### src/sv/lcdst_pkg.sv
`default_nettype none

package lcdst_pkg;

  // Field widths
  localparam int unsigned ElapsedW = 8;
  localparam int unsigned LineW    = 8;
  localparam int unsigned BudgetW  = 11;

  typedef logic [ElapsedW-1:0]       elapsed_t;
  typedef logic [LineW-1:0]          line_t;
  typedef logic signed [BudgetW-1:0] budget_t;

  // Line timing
  localparam int unsigned VisibleCycles   = 960;
  localparam int unsigned HblankCycles    = 272;
  localparam int unsigned VblankFirstLnN  = 160;
  localparam int unsigned VblankLinesN    = 68;

  localparam budget_t VisibleLen      = budget_t'(VisibleCycles);
  localparam budget_t HblankLen       = budget_t'(HblankCycles);
  localparam line_t   VblankFirstLine = line_t'(VblankFirstLnN);
  localparam line_t   LastLine        = line_t'(VblankFirstLnN + VblankLinesN - 1);

  // APB register map: register i at byte address 4*i
  localparam int unsigned AddrW   = 4;
  localparam int unsigned RegIdxW = 2;
  typedef logic [RegIdxW-1:0] reg_idx_t;

  localparam reg_idx_t RegLineCompare  = 2'd0;
  localparam reg_idx_t RegMatchIrqEn   = 2'd1;
  localparam reg_idx_t RegHblankIrqEn  = 2'd2;
  localparam reg_idx_t RegVblankIrqEn  = 2'd3;

  typedef struct packed {
    line_t line_compare;
    logic  match_irq_en;
    logic  hblank_irq_en;
    logic  vblank_irq_en;
  } cfg_t;

  typedef struct packed {
    line_t line_count;
    logic  in_hblank;
    logic  in_vblank;
    logic  line_matches;
    logic  irq_hblank;
    logic  irq_vblank;
    logic  irq_match;
  } result_t;

endpackage

`default_nettype wire

### src/sv/lcdst_if.sv
`default_nettype none

// Input channel: elapsed cycle reports
interface lcdst_in_if;
  import lcdst_pkg::*;

  logic     valid;
  logic     ready;
  elapsed_t elapsed_cycles;

  modport source (output valid, output elapsed_cycles, input ready);
  modport sink   (input valid, input elapsed_cycles, output ready);
endinterface

// Output channel: timing status per item
interface lcdst_out_if;
  import lcdst_pkg::*;

  logic  valid;
  logic  ready;
  line_t line_count;
  logic  in_hblank;
  logic  in_vblank;
  logic  line_matches;
  logic  irq_hblank;
  logic  irq_vblank;
  logic  irq_match;

  modport source (output valid, output line_count, output in_hblank, output in_vblank,
                  output line_matches, output irq_hblank, output irq_vblank,
                  output irq_match, input ready);
  modport sink   (input valid, input line_count, input in_hblank, input in_vblank,
                  input line_matches, input irq_hblank, input irq_vblank,
                  input irq_match, output ready);
endinterface

`default_nettype wire

### src/sv/lcdst_line_engine.sv
`default_nettype none

module lcdst_line_engine (
  input  wire logic               clk_i,
  input  wire logic               rst_ni,
  input  wire logic               step_i,
  input  wire lcdst_pkg::elapsed_t elapsed_i,
  input  wire lcdst_pkg::cfg_t    cfg_i,
  output lcdst_pkg::result_t      result_o
);
  import lcdst_pkg::*;

  budget_t budget_q, budget_d;
  logic    hblank_q, hblank_d;
  line_t   line_q, line_d;
  logic    vblank_q, vblank_d;
  logic    match_q, match_d;

  budget_t budget_left;
  logic    phase_done;
  line_t   line_next;
  logic    irq_h, irq_v, irq_m;

  // Charge the elapsed cycles against the budget
  assign budget_left = budget_q - budget_t'({{(BudgetW-ElapsedW){1'b0}}, elapsed_i});
  assign phase_done  = budget_left[BudgetW-1] || (budget_left == '0);
  assign line_next   = (line_q >= LastLine) ? '0 : line_q + line_t'(1);

  // One phase change at most, deficit carries into the next phase
  always_comb begin
    budget_d = budget_left;
    hblank_d = hblank_q;
    line_d   = line_q;
    vblank_d = vblank_q;
    match_d  = match_q;
    irq_h    = 1'b0;
    irq_v    = 1'b0;
    irq_m    = 1'b0;
    if (phase_done) begin
      if (!hblank_q) begin
        hblank_d = 1'b1;
        irq_h    = cfg_i.hblank_irq_en;
        budget_d = budget_left + HblankLen;
      end else begin
        hblank_d = 1'b0;
        line_d   = line_next;
        match_d  = (line_next == cfg_i.line_compare);
        irq_m    = match_d && cfg_i.match_irq_en;
        if (line_next == VblankFirstLine) begin
          vblank_d = 1'b1;
          irq_v    = cfg_i.vblank_irq_en;
        end else if (line_next == '0) begin
          vblank_d = 1'b0;
        end
        budget_d = budget_left + VisibleLen;
      end
    end
  end

  // Advance the line state once per transfer
  always_ff @(posedge clk_i or negedge rst_ni) begin
    if (!rst_ni) begin
      budget_q <= VisibleLen;
      hblank_q <= 1'b0;
      line_q   <= '0;
      vblank_q <= 1'b0;
      match_q  <= 1'b0;
    end else if (step_i) begin
      budget_q <= budget_d;
      hblank_q <= hblank_d;
      line_q   <= line_d;
      vblank_q <= vblank_d;
      match_q  <= match_d;
    end
  end

  always_comb begin
    result_o.line_count   = line_d;
    result_o.in_hblank    = hblank_d;
    result_o.in_vblank    = vblank_d;
    result_o.line_matches = match_d;
    result_o.irq_hblank   = irq_h;
    result_o.irq_vblank   = irq_v;
    result_o.irq_match    = irq_m;
  end

endmodule

`default_nettype wire

### src/sv/lcd_scanline_timing_generator_core.sv
`default_nettype none

// The result passes through the input register and the result register; a stall
// on the output side can hold it in either.
// Throughput: one item per cycle while the output does not stall; the line state
// updates in a single pass of subtract, compare and increment between the two registers.
// Reset (rst_ni low, asynchronous): budget 960, visible phase, line 0, all flags
// and configuration registers 0, both pipeline stages empty.
module lcd_scanline_timing_generator_core (
  input  wire logic                  clk_i,
  input  wire logic                  rst_ni,
  lcdst_in_if.sink                   in_i,
  lcdst_out_if.source                out_o,
  input  wire logic                  psel,
  input  wire logic                  penable,
  input  wire logic                  pwrite,
  input  wire logic [lcdst_pkg::AddrW-1:0] paddr,
  input  wire logic [31:0]           pwdata,
  output logic [31:0]                prdata,
  output logic                       pready
);
  import lcdst_pkg::*;

  cfg_t     cfg_q;
  reg_idx_t reg_idx;
  logic     cfg_wr;

  logic     s1_valid_q;
  elapsed_t s1_elapsed_q;
  logic     out_valid_q;
  result_t  out_q;
  result_t  step_result;
  logic     s1_advance;

  // Configuration port
  assign pready  = 1'b1;
  assign reg_idx = paddr[AddrW-1:AddrW-RegIdxW];
  assign cfg_wr  = psel && penable && pwrite;

  always_ff @(posedge clk_i or negedge rst_ni) begin
    if (!rst_ni) begin
      cfg_q <= '0;
    end else if (cfg_wr) begin
      unique case (reg_idx)
        RegLineCompare: cfg_q.line_compare  <= pwdata[LineW-1:0];
        RegMatchIrqEn:  cfg_q.match_irq_en  <= pwdata[0];
        RegHblankIrqEn: cfg_q.hblank_irq_en <= pwdata[0];
        RegVblankIrqEn: cfg_q.vblank_irq_en <= pwdata[0];
      endcase
    end
  end

  always_comb begin
    prdata = '0;
    unique case (reg_idx)
      RegLineCompare: prdata[LineW-1:0] = cfg_q.line_compare;
      RegMatchIrqEn:  prdata[0]         = cfg_q.match_irq_en;
      RegHblankIrqEn: prdata[0]         = cfg_q.hblank_irq_en;
      RegVblankIrqEn: prdata[0]         = cfg_q.vblank_irq_en;
    endcase
  end

  // Pipeline flow: the input stage moves on whenever the result slot frees up
  assign s1_advance = s1_valid_q && (!out_valid_q || out_o.ready);
  assign in_i.ready = !s1_valid_q || s1_advance;

  // Input register
  always_ff @(posedge clk_i or negedge rst_ni) begin
    if (!rst_ni) begin
      s1_valid_q <= 1'b0;
    end else if (in_i.ready) begin
      s1_valid_q <= in_i.valid;
    end
  end

  always_ff @(posedge clk_i) begin
    if (in_i.valid && in_i.ready) begin
      s1_elapsed_q <= in_i.elapsed_cycles;
    end
  end

  lcdst_line_engine u_engine (
    .clk_i     (clk_i),
    .rst_ni    (rst_ni),
    .step_i    (s1_advance),
    .elapsed_i (s1_elapsed_q),
    .cfg_i     (cfg_q),
    .result_o  (step_result)
  );

  // Result register
  always_ff @(posedge clk_i or negedge rst_ni) begin
    if (!rst_ni) begin
      out_valid_q <= 1'b0;
    end else if (s1_advance) begin
      out_valid_q <= 1'b1;
    end else if (out_o.ready) begin
      out_valid_q <= 1'b0;
    end
  end

  always_ff @(posedge clk_i) begin
    if (s1_advance) begin
      out_q <= step_result;
    end
  end

  // Drive the output channel
  assign out_o.valid        = out_valid_q;
  assign out_o.line_count   = out_q.line_count;
  assign out_o.in_hblank    = out_q.in_hblank;
  assign out_o.in_vblank    = out_q.in_vblank;
  assign out_o.line_matches = out_q.line_matches;
  assign out_o.irq_hblank   = out_q.irq_hblank;
  assign out_o.irq_vblank   = out_q.irq_vblank;
  assign out_o.irq_match    = out_q.irq_match;

endmodule

`default_nettype wire

### src/flat_wrapper.sv
// flat-port wrapper written by rule: the top's interface ports become plain ports
module lcd_scanline_timing_generator_core_flat import lcdst_pkg::*;
  (clk_i, rst_ni, psel, penable, pwrite, paddr, pwdata, prdata, pready, in_i_valid, in_i_elapsed_cycles, in_i_ready, out_o_valid, out_o_line_count, out_o_in_hblank, out_o_in_vblank, out_o_line_matches, out_o_irq_hblank, out_o_irq_vblank, out_o_irq_match, out_o_ready);
  lcdst_in_if in_i_i ();
  lcdst_out_if out_o_i ();
  input  wire logic clk_i;
  input  wire logic rst_ni;
  input  wire logic psel;
  input  wire logic penable;
  input  wire logic pwrite;
  input  wire logic [lcdst_pkg::AddrW-1:0] paddr;
  input  wire logic [31:0] pwdata;
  output logic [31:0] prdata;
  output logic pready;
  input wire logic [$bits(in_i_i.valid)-1:0] in_i_valid;
  input wire logic [$bits(in_i_i.elapsed_cycles)-1:0] in_i_elapsed_cycles;
  output wire logic [$bits(in_i_i.ready)-1:0] in_i_ready;
  output wire logic [$bits(out_o_i.valid)-1:0] out_o_valid;
  output wire logic [$bits(out_o_i.line_count)-1:0] out_o_line_count;
  output wire logic [$bits(out_o_i.in_hblank)-1:0] out_o_in_hblank;
  output wire logic [$bits(out_o_i.in_vblank)-1:0] out_o_in_vblank;
  output wire logic [$bits(out_o_i.line_matches)-1:0] out_o_line_matches;
  output wire logic [$bits(out_o_i.irq_hblank)-1:0] out_o_irq_hblank;
  output wire logic [$bits(out_o_i.irq_vblank)-1:0] out_o_irq_vblank;
  output wire logic [$bits(out_o_i.irq_match)-1:0] out_o_irq_match;
  input wire logic [$bits(out_o_i.ready)-1:0] out_o_ready;
  assign in_i_i.valid = in_i_valid;
  assign in_i_i.elapsed_cycles = in_i_elapsed_cycles;
  assign in_i_ready = in_i_i.ready;
  assign out_o_valid = out_o_i.valid;
  assign out_o_line_count = out_o_i.line_count;
  assign out_o_in_hblank = out_o_i.in_hblank;
  assign out_o_in_vblank = out_o_i.in_vblank;
  assign out_o_line_matches = out_o_i.line_matches;
  assign out_o_irq_hblank = out_o_i.irq_hblank;
  assign out_o_irq_vblank = out_o_i.irq_vblank;
  assign out_o_irq_match = out_o_i.irq_match;
  assign out_o_i.ready = out_o_ready;
  lcd_scanline_timing_generator_core u_core (.clk_i(clk_i), .rst_ni(rst_ni), .in_i(in_i_i), .out_o(out_o_i), .psel(psel), .penable(penable), .pwrite(pwrite), .paddr(paddr), .pwdata(pwdata), .prdata(prdata), .pready(pready));
endmodule
### config.mk
export PLATFORM = sky130hd
export DESIGN_NAME = lcd_scanline_timing_generator_core_flat
export DESIGN_NICKNAME = d
export VERILOG_FILES = /design/src/sv/lcdst_pkg.sv /design/src/sv/lcdst_if.sv /design/src/sv/lcdst_line_engine.sv /design/src/sv/lcd_scanline_timing_generator_core.sv /design/src/flat_wrapper.sv
export SDC_FILE = /design/constraint.sdc
export NUM_CORES = 1
export LEC_CHECK = 0
export BUFFER_PORTS_ARGS = -buffer_cell sky130_fd_sc_hd__buf_2
export CORE_ASPECT_RATIO = 1.25
export CORE_UTILIZATION = 57
export DETAILED_ROUTE_END_ITERATION = 6
export PLACE_DENSITY = 0.92
export SKIP_CTS_REPAIR_TIMING = 1
export SYNTH_ARGS = -nofsm -noshare
export SYNTH_HDL_FRONTEND = slang
export SYNTH_SLANG_ARGS = --single-unit
export TNS_END_PERCENT = 100
### constraint.sdc
create_clock -name clk_i -period 5.2 [get_ports clk_i]
set_clock_uncertainty 0.05 [all_clocks]
set_input_delay 1.04 -clock clk_i [delete_from_list [all_inputs] [get_ports clk_i]]
set_output_delay 1.04 -clock clk_i [all_outputs]
set_load 0.02 [all_outputs]
[Word level (Yosys, flattened, before mapping)]
Index checks and enable logic that the tools add are counted.
Operators by class
  $add $sub $neg: 4
  reductions and logical operators: 21
  bitwise logic cells: 1
  order comparisons: 1
  eq/ne operators: 5
  mux-type cells: 17
Operators with widths (count)
  $mux W8: 3
  $mux W11: 2
  $add A11 B10 Y11 const B: 1
  $add A11 B11 Y11 const B: 1
  $logic_not A11 Y1: 1
  $sub A11 B9 Y11: 1
  $mux W1: 10
  $reduce_and A2 Y1: 5
  $add A8 B1 Y8 const B: 1
  $eq A8 B8 Y1: 1
  $eq A8 B8 Y1 const B: 1
  $ge A8 B8 Y1 const B: 1
  $logic_not A8 Y1: 1
  $mux W7: 1
  $logic_and A1 B1 Y1: 5
  $eq A2 B2 Y1 const B: 2
  $pmux W1 S4: 1
  $logic_or A1 B1 Y1: 3
  $reduce_and A3 Y1: 1
  $eq A2 B1 Y1 const B: 1
  $logic_not A1 Y1: 2
  $logic_not A2 Y1: 1
  $reduce_bool A2 Y1: 1
  $reduce_or A2 Y1: 1
  $not A1 Y1: 1
Storage, ports and cells
  register bits after elaboration: 57
  input bits: 51
  logic and storage cells: 68

[Longest topological paths before layout]
  word-level depth: 7
  mapped depth: 19
  gate-level depth less buffers: 18

[Hierarchy]
Synthesis repeated with hierarchy kept, for this count alone.
Unflattened totals
  cells, all modules: 355
  area, all modules: 3863.7 µm²
Modules (own cells, without submodules)
  lcdst_line_engine: cells an instance 260, area an instance 2401.1 µm², instances 1
  lcd_scanline_timing_generator_core: cells an instance 95, area an instance 1462.7 µm², instances 1

[Worst setup path after synthesis]
OpenSTA, ideal clock, no wires.
  kind: register to register
  from: register u_core.u_engine.budget_q[0]
  to: register u_core.out_q (netlist bit u_core.out_o.line_count[5]), data pin
  stages on the path, launching flop included: 19
  slack: 1.718 ns
  library setup time: 0.262 ns
  arrival: 3.170 ns
  period minus slack after synthesis: 3.482 ns
  path buffers: 1
  cell sequence: dfrtp_1 inv_1 ha_1 fa_1 nor2b_1 o31a_1 or4_1 nand3_1 inv_1 ha_1 nand4_1 nor2_1 o21ai_0 or2_4 o21a_4 clkinv_4 and2_1 buf_2 mux2_1
RTL lines
  start: declaration: line lcdst_line_engine.sv:13  | budget_t budget_q, budget_d;
  start signal: assignment: line lcdst_line_engine.sv:63  | budget_q <= VisibleLen;
  start signal: assignment: line lcdst_line_engine.sv:69  | budget_q <= budget_d;
  end signal: assignment: line lcd_scanline_timing_generator_core.sv:104  | out_q <= step_result;
  end: declaration: line lcd_scanline_timing_generator_core.sv:31  | result_t out_q;

==> results.tsv <==
metric	value	unit
Main synth FF type	dfrtp_1	
H-tree depth	3	
crit-path max FO	12	
IO buf count	48	
number of flops mapped to enable cells by yosys	22	
largest net degree at the start of global routing	36	
Seq/Total Area, Yosys	42.4	%
slew of the pin with the lowest slew margin	994	ps
commonest non-fill, non-tap cell in the layout	buf_2	
status	finished, final reports clean	
CP endpoint kind	flip-flop	
Avg Cell Area, Syn	9.71	um^2
Iteration-0 DRC Markers	198	
Slowest cell on crit path	fa_1	
Hold Fails Final Rpt	0	
share of the synthesized area in the top cell type	21.4	%
crit path cell chain	inv_1, ha_1, fa_1, nor2b_1, o31a_1, or4_1, nand3_1, inv_1, ha_1, nand4_1, nor2_1, o21ai_0, or2_4, o21a_4, clkinv_4, and2_1, mux2_2	
nets@finish	489	
synth unique cells	62	
synth top area cells	dfrtp_1, edfxtp_1, ha_1, buf_4, mux2_2	
placed cell areas	3840	um^2
Die X	73.4	um
Total Die Area	6700	um^2
Buf/Inv on CP	3	
part of the power in the clock network	17.3	%
Cell Rows	32	
Design Area, Final	4010	um^2
wire per inst	13.9	um
DRC viols	0	
Initial Utilization	58.9	%
via/cell ratio	5.57	
Post-Synthesis Cell Area	3630	um^2
cell internal pwr	1.20	mW
kind of critical path	flip-flop to flip-flop	
layout cells sized above 1	22.1	%
Net Sw Frac	42.9	%
drt pass-1 iters	5	
RSZ-0062 raised after global routing	no	
Num CTS Buffers	9	
Hold Crit Class	flip-flop to flip-flop	
vias in the first global route	2777	
Slew HR	33.2	%
placed cell count	495	
CTS tree	built	
commonest cells after routing, fill and taps aside	buf_2, nand2_1, o21ai_0, dfrtp_1, conb_1	
# setup viols final	0	
post-route total power	2.10	mW
ys async rst share	61.4	%
via count	2845	
global placer's final weighted congestion	0.919	
Achievable Freq	243	MHz
Top delay family on crit path	simple AND/OR/NAND/NOR gates	
part of the power in registers	32.5	%
combinational share of power	50.2	%
Worst VDD drop	0.361	mV
Core Box Area	6170	um^2
Worst path max stage delay	400	ps
first-pass GRT wire length	12000	um
Final min period	4110	ps
Area growth, synth to finish	10.4	%
# IOs	100	
post-DP HPWL	5170	um
Synth Register Bits	57	
fin worst setup slack	1090	ps
Synth Instances	374	
ANT cells	0	
post-layout instance count excluding filler cells	511	
leakage power	1.79	nW
YS warnings	0	
clock sinks	57	
P_sw	900	uW
Antenna Violating Nets Remaining	0	
maximum clock path buffer count	2	
die height	91.3	um
dpl ws	1150	ps
antenna violations before repair	0	
period utilization	79.1	%
PwrDens	523	nW/um^2
Final TNS setup	0	ps
cell taking the most area after synthesis	dfrtp_1	
post-layout util	65.0	%
grt total ovfl	0	
gr usage total	23.9	%
crit start category	flip-flop	
root buf cell	clkbuf_8	
Total Routed Length	7120	um
Final Slew Violations	0	
final hold slack	434	ps
Worst Path Arrival	4160	ps
Worst-Skew Late Latency	340	ps
clock-pin transition on the worst setup and hold timing paths	60	ps
max_cap viols	0	
required time worst endpoint	5250	ps
==> Yosys cell counts, types with 3 or more instances <==
cell,number
a211o_1,4
a21oi_1,9
a31oi_1,4
and2_1,13
and3_1,3
buf_4,25
clkbuf_1,10
dfrtp_1,31
dfstp_2,4
edfxtp_1,22
ha_1,16
inv_1,21
mux2_2,15
nand2_1,37
nand2b_1,4
nand3_1,17
nand4_1,4
nor2_1,19
nor3_1,8
o211ai_1,3
o21ai_0,31
o31ai_1,4
or3_1,3
xnor2_1,10
xor2_1,6
==> power groups by stage <==
| stage | clock [mW] | combinational, mW | sequential, mW |
|---|---|---|---|
| 5_1_grt | 0.392 | 1.18 | 0.697 |
| 3_5_place_dp | 0 | 1.04 | 0.687 |
| 3_3_place_gp | 0 | 0.993 | 0.681 |
| 4_1_cts | 0.370 | 1.05 | 0.680 |
| 6_report | 0.362 | 1.05 | 0.681 |
| 2_1_floorplan | 0 | 0.832 | 0.680 |
==> worst paths after layout <==
kind	start	end	slack [ps]	cells after the start
worst max-delay path	u_core.u_engine.budget_q[0]	u_core.out_o.line_count[7]	1090	17
worst min-delay path	u_core.u_engine.budget_q[7]	u_core.u_engine.budget_q[7]	430	2
worst max register to register	u_core.u_engine.budget_q[0]	u_core.out_o.line_count[7]	1090	17
worst min register to register	u_core.u_engine.budget_q[7]	u_core.u_engine.budget_q[7]	430	2
max in group asynchronous	rst_ni	u_core.out_o.valid	3830	1
min in group asynchronous	rst_ni	u_core.cfg_q[5]	740	1
==> flip-flops by register name, summed over array words and instances, names as in the netlist, 8 cells and up <==
register,flops
u_core.u_engine.line_q,8
u_core.out_o.line_count,8
u_core.s1_elapsed_q,8
u_core.cfg_q,11
u_core.u_engine.budget_q,11
==> tightest hold or removal path, stage by stage (launching register included) <==
cell     delay, ps
dfstp_2        380
nand2_1         50
o21ai_1         50
==> cell families after synthesis <==
logic type	after synthesis	share of synthesized area, %
buf+inv	61	9.09
simple gates	123	17.2
compound gates	78	14.7
fa+ha+maj	17	6.06
mux	20	6.44
flops	57	42.4
other cells	2	0.207
xor+xnor	16	3.86
==> metal layers <==
metal	up-vias	part of all wire, %	global-route usage (%)
li1	1374	-	-
met1	1321	38	24.6
met2	115	52	41.1
met3	35	5.0	7.88
met4	0	4.0	14.3
met5	-	0	0
==> final cells by class <==
| type | instances | area, um^2 |
|---|---|---|
| tap | 85 | 106 |
| fill | 492 | 2160 |
| timing repair buffer | 50 | 255 |
| inverter | 24 | 95.1 |
| clock buffer | 13 | 149 |
| multi-input combinational | 279 | 1850 |
| sequential | 57 | 1540 |
| clock inverter | 3 | 16.3 |
(Power assumes the default switching activity.)
